`src/design/sgpd_pkg.sv`:
```
package sgpd_pkg;

	localparam int STORE_CAPACITY = 1024;
	localparam int ADDR_W = $clog2(STORE_CAPACITY);
	localparam int COUNT_W = 11;
	localparam int COORD_BITS = 16;
	localparam int ENTRY_W = 3 * COORD_BITS;
	localparam int MAG_W = COORD_BITS;
	localparam int SQ_W = 2 * MAG_W;
	localparam int SUM_W = SQ_W + 2;
	localparam int SLOPE_W = 16;
	localparam int DIST_W = 32;
	localparam int CFG_INDEX_W = 2;

	localparam logic [CFG_INDEX_W-1:0] REG_SLOPE_THRESHOLD = 2'd0;
	localparam logic [CFG_INDEX_W-1:0] REG_MIN_DIST_SQ = 2'd1;

	localparam logic [SLOPE_W-1:0] SLOPE_THRESHOLD_RESET = 16'd19661;
	localparam logic [DIST_W-1:0] MIN_DIST_SQ_RESET = 32'd409600;

	localparam logic [COUNT_W-1:0] CAPACITY_COUNT = COUNT_W'(STORE_CAPACITY);

	typedef struct packed {
		logic busy;
		logic close_valid;
		logic close;
	} dist_status_t;

endpackage

```
`src/design/sgpd_dist.sv`:
```
module sgpd_dist (
	input  logic                                  clk,
	input  logic                                  arst_n,
	input  logic                                  entry_valid,
	input  logic [sgpd_pkg::ENTRY_W-1:0]          entry,
	input  logic signed [sgpd_pkg::COORD_BITS-1:0] cand_x,
	input  logic signed [sgpd_pkg::COORD_BITS-1:0] cand_y,
	input  logic signed [sgpd_pkg::COORD_BITS-1:0] cand_z,
	input  logic [sgpd_pkg::DIST_W-1:0]           min_dist_sq,
	output sgpd_pkg::dist_status_t                status
);

	localparam int CB = sgpd_pkg::COORD_BITS;

	logic signed [CB:0] dx, dy, dz;
	logic [sgpd_pkg::MAG_W-1:0] mag_x_s2, mag_y_s2, mag_z_s2;
	logic [sgpd_pkg::SQ_W-1:0] sq_x_s3, sq_y_s3, sq_z_s3;
	logic [sgpd_pkg::SUM_W-1:0] sum;
	logic close_s4;
	logic valid_s2, valid_s3, valid_s4;

	function automatic logic [sgpd_pkg::MAG_W-1:0] magnitude(input logic signed [CB:0] d);
		logic signed [CB:0] n;
		n = -d;
		return d[CB] ? n[sgpd_pkg::MAG_W-1:0] : d[sgpd_pkg::MAG_W-1:0];
	endfunction

	assign dx = {cand_x[CB-1], cand_x} - {entry[3*CB-1], entry[3*CB-1:2*CB]};
	assign dy = {cand_y[CB-1], cand_y} - {entry[2*CB-1], entry[2*CB-1:CB]};
	assign dz = {cand_z[CB-1], cand_z} - {entry[CB-1], entry[CB-1:0]};

	assign sum = sgpd_pkg::SUM_W'(sq_x_s3) + sgpd_pkg::SUM_W'(sq_y_s3)
		+ sgpd_pkg::SUM_W'(sq_z_s3);

	always_ff @(posedge clk or negedge arst_n) begin
		if (!arst_n) begin
			valid_s2 <= 1'b0;
			valid_s3 <= 1'b0;
			valid_s4 <= 1'b0;
		end else begin
			valid_s2 <= entry_valid;
			valid_s3 <= valid_s2;
			valid_s4 <= valid_s3;
		end
	end

	always_ff @(posedge clk) begin
		mag_x_s2 <= magnitude(dx);
		mag_y_s2 <= magnitude(dy);
		mag_z_s2 <= magnitude(dz);
		sq_x_s3 <= mag_x_s2 * mag_x_s2;
		sq_y_s3 <= mag_y_s2 * mag_y_s2;
		sq_z_s3 <= mag_z_s2 * mag_z_s2;
		close_s4 <= sum < sgpd_pkg::SUM_W'(min_dist_sq);
	end

	assign status.busy = valid_s2 | valid_s3 | valid_s4;
	assign status.close_valid = valid_s4;
	assign status.close = close_s4;

endmodule

```
`config.mk`:
```
export PLATFORM = sky130hd
export DESIGN_NAME = sgpd_dist
export DESIGN_NICKNAME = d
export VERILOG_FILES = /design/src/design/sgpd_pkg.sv /design/src/design/sgpd_dist.sv
export SDC_FILE = /design/constraint.sdc
export NUM_CORES = 2
export LEC_CHECK = 0
export ABC_AREA = 1
export BUFFER_PORTS_ARGS = -buffer_cell sky130_fd_sc_hd__buf_2
export CAP_MARGIN = 20
export CORE_AREA = 5 5 320 353
export CTS_BUF_LIST = sky130_fd_sc_hd__clkbuf_4 sky130_fd_sc_hd__clkbuf_8
export DETAILED_ROUTE_END_ITERATION = 8
export DIE_AREA = 0 0 325 358
export HOLD_SLACK_MARGIN = 0.1
export PLACE_DENSITY = 0.45
export SLEW_MARGIN = 20
export SYNTH_ARGS = -nofsm -noshare
export SYNTH_HDL_FRONTEND = slang
export SYNTH_SLANG_ARGS = --single-unit
```
`constraint.sdc`:
```
create_clock -name clk -period 7.6 [get_ports clk]
set_input_delay 0 -clock clk [delete_from_list [all_inputs] [get_ports clk]]
set_output_delay 0 -clock clk [all_outputs]
set_load 0.02 [all_outputs]
```
# Word level (Yosys, flattened, before mapping)
# Cells that the tools add are included.
dict set report totals {
  reg_bits 148
}
dict set report classes {
  n_addsub 8
  n_mul 3
  n_lt_le_gt_ge 1
  mux 3
  bitwise_logic 2
}
# operator count
set ops {}
lappend ops {{$mul 16x16->32} 3}
lappend ops {{$sub 16x16->17} 3}
lappend ops {{$mux 16} 3}
lappend ops {{$neg 16->16} 3}
lappend ops {{$add 33x32->34} 1}
lappend ops {{$lt 34x32->1} 1}
lappend ops {{$add 32x32->33} 1}
lappend ops {{$or 1x1->1} 2}

# Logic depth before layout (Yosys ltp)
dict set report depth {
  depth_word 3
  depth_mapped 28
  mapped_depth_nobuf 26
}

# Worst setup path before layout
# Ideal clock, no wire load.
dict set report synth_timing {
  path_kind {reg-to-reg}
  from {register mag_y_s2[2] (netlist name)}
  to {register sq_y_s3[31] (netlist name)}
  arrival_ps 5270
  t_required_ps 7488
  setup_slack_ps 2218
  path_stages_with_launch 23
  path_buffers 2
  cell_sequence {dfxtp_1 -> clkbuf_1 -> clkbuf_1 -> nand2_1 -> fa_1 -> fa_1 -> inv_1 -> fa_1 -> fa_1 -> fa_1 -> inv_1 -> fa_1 -> inv_1 -> ha_1 -> nand2_1 -> nor2_1 -> nand3b_1 -> nand3_1 -> nand2_1 -> o21bai_1 -> nand4_1 -> nand3b_1 -> nand2_1}
}
dict set report synth_between {
  elab_chain_cells 1
}
# item line_no
set synth_rtl {}
lappend synth_rtl {{start, declared} sgpd_dist.sv:16} ;# logic [sgpd_pkg::MAG_W-1:0] mag_x_s2, mag_y_s2, mag_z_s2;
lappend synth_rtl {{start signal, assigned} sgpd_dist.sv:49} ;# mag_y_s2 <= magnitude(dy);
lappend synth_rtl {{$mul 16x16->32} sgpd_dist.sv:52} ;# sq_y_s3 <= mag_y_s2 * mag_y_s2;
lappend synth_rtl {{end signal, assigned} sgpd_dist.sv:52}
lappend synth_rtl {{end, declared} sgpd_dist.sv:17} ;# logic [sgpd_pkg::SQ_W-1:0] sq_x_s3, sq_y_s3, sq_z_s3;
# No other way between the ends.

# Final worst setup path
dict set report layout_timing {
  from {register mag_x_s2[8] (netlist name)}
  to {register sq_x_s3[29] (netlist name)}
}
dict set report layout_between {
  elab_chain_cells 1
}
# item line_no
set layout_rtl {}
lappend layout_rtl {{start, declared} sgpd_dist.sv:16}
lappend layout_rtl {{start signal, assigned} sgpd_dist.sv:48} ;# mag_x_s2 <= magnitude(dx);
lappend layout_rtl {{$mul 16x16->32} sgpd_dist.sv:51} ;# sq_x_s3 <= mag_x_s2 * mag_x_s2;
lappend layout_rtl {{end signal, assigned} sgpd_dist.sv:51}
lappend layout_rtl {{end, declared} sgpd_dist.sv:17}
# No other way between the ends.

==> reports/qor.txt <==
STATUS
------------------------------------------------------------------------------------
Run status ............................................................ finished clean

WORST SETUP PATH
------------------------------------------------------------------------------------
CP endpoint kind ......................................................    flip-flop
Cell family with most CP delay ........................................  adder cells
Buffering stage count on the worst path with inverters included .......            6
Master of the slowest instance on the critical path ................... sky130_fd_sc_hd__dfxtp_1
Setup slack of the most critical reg-to-reg path ......................      1.44 ns
Critical path fanouts, max ............................................           17
Cell Chain, Critical Path ............................................. nand2_1 -> fa_1 -> inv_1 -> fa_1 -> inv_1 -> fa_1 -> inv_1 -> fa_1 -> fa_1 -> inv_1 -> fa_1 -> inv_1 -> ha_1 -> nand2_1 -> inv_1 -> nand3_1 -> nor3_1 -> nand4_1 -> nand3_1 -> a21o_1 -> nand2_1 -> nand3_1 -> nand2_1
Arrival time at the worst endpoint ....................................      6.61 ns
Slowest stage delay, CP ...............................................      0.83 ns
Critical register-to-register path startpoint ......................... mag_x_s2[8]$_DFF_P_
FF-to-FF End .......................................................... sq_x_s3[29]$_DFF_P_
Critical path startpoint category .....................................    flip-flop
Crit Path Class ....................................................... flip-flop to flip-flop
Reg2reg path depth ....................................................           23
Required time worst endpoint ..........................................      8.04 ns

FLOORPLAN
------------------------------------------------------------------------------------
Width of the die ......................................................       325 um
Core Footprint ........................................................   0.1087 mm2
Initial core utilization ..............................................       29.76%
Placement row count ...................................................          127
IO Count ..............................................................          134
Die H .................................................................       358 um
Die area ..............................................................   0.1164 mm2

YOSYS
------------------------------------------------------------------------------------
Part of the Yosys area used for sequential elements ...................       9.020%
Warning count from the yosys run ......................................            0
Multiplexer share of the synthesized area .............................           0%
Simple-gate area share of the yosys netlist ...........................       16.78%
Share of synthesized flip-flops with an asynchronous set or reset .....       2.069%
Post-synth cell types .................................................           54
Compound-gate portion of the synthesized area .........................       6.103%
Average cell area after synthesis .....................................    7.723 um2
Main flop type after synthesis ........................................ sky130_fd_sc_hd__dfxtp_1
Parity-gate share of the synthesized area counting xor and xnor cells .       5.276%
Share of the synthesized area in the top cell type ....................       32.24%
Ranking of synthesized cells by area .................................. sky130_fd_sc_hd__fa_1 (32%), sky130_fd_sc_hd__ha_1 (16%), sky130_fd_sc_hd__inv_1 (13%), sky130_fd_sc_hd__nand2_1 (11%), sky130_fd_sc_hd__dfxtp_1 (8.8%)
Cell type contributing the most total cell area after synthesis ....... sky130_fd_sc_hd__fa_1
Synthesized-area fraction occupied by adder cells .....................       48.33%
Number of storage elements in the synthesis netlist ...................          145
Syn Inst Count ........................................................         4189
Netlist area before placement .........................................  0.03235 mm2
Count of flip-flops with a built-in enable after synthesis ............            0
Combinational family with the most area after synthesis ...............  adder cells

CLOCK TREE
------------------------------------------------------------------------------------
Number of cells upsized or downsized after cts ........................            0
Latest clock arrival within the worst-skew pair .......................      0.56 ns
Count of H-tree levels built during CTS ...............................            4
Reg clk slew, reported paths ..........................................      0.10 ns
Clock root cell ....................................................... sky130_fd_sc_hd__clkbuf_8
Total clock sinks .....................................................          145
Worst-case clock buffer depth .........................................            2
CTS tree ..............................................................         done
Inserted Clock Buffers ................................................           17
Setup fix buffers added after clock tree synthesis ....................            0

TIMING
------------------------------------------------------------------------------------
Final count of hold timing violations .................................            0
Actual transition at the worst max-transition pin .....................    0.8718 ns
Achievable clock frequency ............................................   0.1623 GHz
Setup repair after global routing missed its margin ...................           no
Final Slew Violations .................................................            0
Period minus WS final .................................................     6.161 ns
Tightest slew margin relative to the limit ............................       41.80%
Setup TNS .............................................................         0 ns
Min Hold Slack ........................................................    0.1472 ns
Fraction of the cycle the final worst path needs ......................       81.06%
Number of failing setup endpoints in the final timing report ..........            0
Clock tree skew after final layout ....................................   0.03587 ns

DETAILED ROUTING
------------------------------------------------------------------------------------
Wire length reported by the detailed router ...........................     81360 um
Via count .............................................................        25210
First-pass iteration count of the detailed router .....................            5
Antenna-violating nets left ...........................................            0
Avg Vias per Cell .....................................................        4.376
Starting DRC count in detailed routing ................................          879
Remaining design rule violation count .................................            0
Routed length per instance ............................................     14.12 um

GLOBAL ROUTING
------------------------------------------------------------------------------------
First-pass GRT wire length ............................................    136700 um
Aggregate global routing overflow .....................................            0
Via count of the first global-routing pass ............................        26930
All-layer global routing usage ........................................       14.45%
Number of antenna violations at the first check in global routing .....            4
Maximum number of pins on one net before global-route repair ..........           21

PLACE
------------------------------------------------------------------------------------
Count of buffers from port buffering ..................................          133
GP Congestion .........................................................       0.8352
Post-place instance area ..............................................  0.03444 mm2
Placed Cells incl. Taps ...............................................         5653
Detailed Place HPWL ...................................................     71370 um

HOLD PATH
------------------------------------------------------------------------------------
Number of cells traversed by the worst hold path ......................            6
Worst min-delay path category ......................................... primary input to flip-flop
Worst hold endpoint ................................................... mag_z_s2[3]$_DFF_P_
Hold path startpoint ..................................................     entry[3]

LAYOUT
------------------------------------------------------------------------------------
Post-route cell area ..................................................  0.03561 mm2
Highest-count cells in the layout ignoring fill and taps .............. sky130_fd_sc_hd__inv_1 (1142), sky130_fd_sc_hd__nand2_1 (919), sky130_fd_sc_hd__fa_1 (521)
Ratio of cells with drive above 1 in the final layout .................       4.815%
Non-Filler Instances ..................................................         5761
Leading cell type in the layout, fill and taps excluded ............... sky130_fd_sc_hd__inv_1
Post-layout net count .................................................         5397
Layout-stage area growth over the synthesis result ....................       10.09%

JOB
------------------------------------------------------------------------------------
Max-Cap Viols .........................................................            0

==> registers in the layout, indices dropped and copies added, names as in the netlist <==
name and flops:
sq_y_s3 31, mag_z_s2 16, sq_x_s3 31, valid_s4 1, close_s4 1, mag_x_s2 16
valid_s2 1, mag_y_s2 16, valid_s3 1, sq_z_s3 31
==> repair_timing <==
| item | 4_1_cts | 5_1_grt |
|---|---|---|
| endpoints found under the hold margin | 49 | 0 |
| hold buffers | 76 | 0 |
| setup endpoints to repair | 0 | 0 |
==> how the worst max path moves through the flow <==
stage                         startpoint             endpoint  slack (ns)  depth (start not counted)
floorplan            mag_y_s2[2]$_DFF_P_  sq_y_s3[31]$_DFF_P_        2.22                         22
global placement    mag_x_s2[13]$_DFF_P_  sq_x_s3[29]$_DFF_P_        1.47                         21
detailed placement  mag_x_s2[11]$_DFF_P_  sq_x_s3[29]$_DFF_P_        1.51                         21
CTS                 mag_x_s2[11]$_DFF_P_  sq_x_s3[29]$_DFF_P_        1.49                         21
global route         mag_x_s2[8]$_DFF_P_  sq_x_s3[29]$_DFF_P_        1.05                         23
finish               mag_x_s2[8]$_DFF_P_  sq_x_s3[29]$_DFF_P_        1.44                         23
==> per-stage QoR <==
step	setup slack, ns	utilization, %
3_5_place_dp	1.507	31.69
4_1_cts	1.491	32.76
5_1_grt	1.051	32.77
3_3_place_gp	1.474	31.69
2_1_floorplan	2.218	-
6_report	1.439	32.77
==> kinds of logic after synthesis <==
kind of cell	Yosys count
simple gates	1331
xor+xnor	188
fa+ha+maj	937
other cells	2
compound gates	349
flops	145
buf+inv	1237
==> tightest hold or removal path: stages <==
cell and delay (ns):
sky130_fd_sc_hd__buf_2 0.10, sky130_fd_sc_hd__inv_1 0.04, sky130_fd_sc_hd__ha_1 0.22, sky130_fd_sc_hd__nand2_1 0.08, sky130_fd_sc_hd__nand2_1 0.13, sky130_fd_sc_hd__xor2_1 0.09
==> routing by layer <==
layer / track usage [%] / vias up / share of wire, % / wire [um]
met5: 0 / - / 0 / 0
met4: 3.691 / 0 / 2.2 / 1792
met3: 1.266 / 62 / 2.2 / 1765
met2: 26.87 / 276 / 51 / 41630
met1: 18.08 / 12110 / 44 / 36170
li1: - / 12760 / - / -
==> synth_stat cells, types with 4 or more instances <==
cell type,count
sky130_fd_sc_hd__inv_1,1142
sky130_fd_sc_hd__nand2_1,919
sky130_fd_sc_hd__fa_1,521
sky130_fd_sc_hd__ha_1,416
sky130_fd_sc_hd__a21oi_1,182
sky130_fd_sc_hd__nor2_1,176
sky130_fd_sc_hd__dfxtp_1,142
sky130_fd_sc_hd__nand3_1,121
sky130_fd_sc_hd__xor2_1,116
sky130_fd_sc_hd__clkbuf_1,85
sky130_fd_sc_hd__o21ai_0,75
sky130_fd_sc_hd__xnor2_1,67
sky130_fd_sc_hd__nand4_1,38
sky130_fd_sc_hd__nor3_1,31
sky130_fd_sc_hd__o21bai_1,20
sky130_fd_sc_hd__a21o_1,13
sky130_fd_sc_hd__a31oi_1,11
sky130_fd_sc_hd__nand3b_1,9
sky130_fd_sc_hd__o21a_1,9
sky130_fd_sc_hd__or2_2,8
sky130_fd_sc_hd__a21boi_0,7
sky130_fd_sc_hd__o211ai_1,7
sky130_fd_sc_hd__o21ai_1,7
sky130_fd_sc_hd__nor2_2,6
sky130_fd_sc_hd__nand2_2,5
sky130_fd_sc_hd__nor4_1,5
sky130_fd_sc_hd__and2_1,4
==> layout make-up <==
type	count	area, um2
antenna	1	2.502
sequential	145	2918
tap	1419	1775
multi-input combinational	2808	24760
fill	11770	73080
timing repair buffer	214	1464
inverter	1143	4290
clock buffer	17	234.0
clock inverter	14	172.7
Power is left out: the tool's default activity adds up to more than one toggle a clock period on the data nets, which glitch-free logic cannot reach.
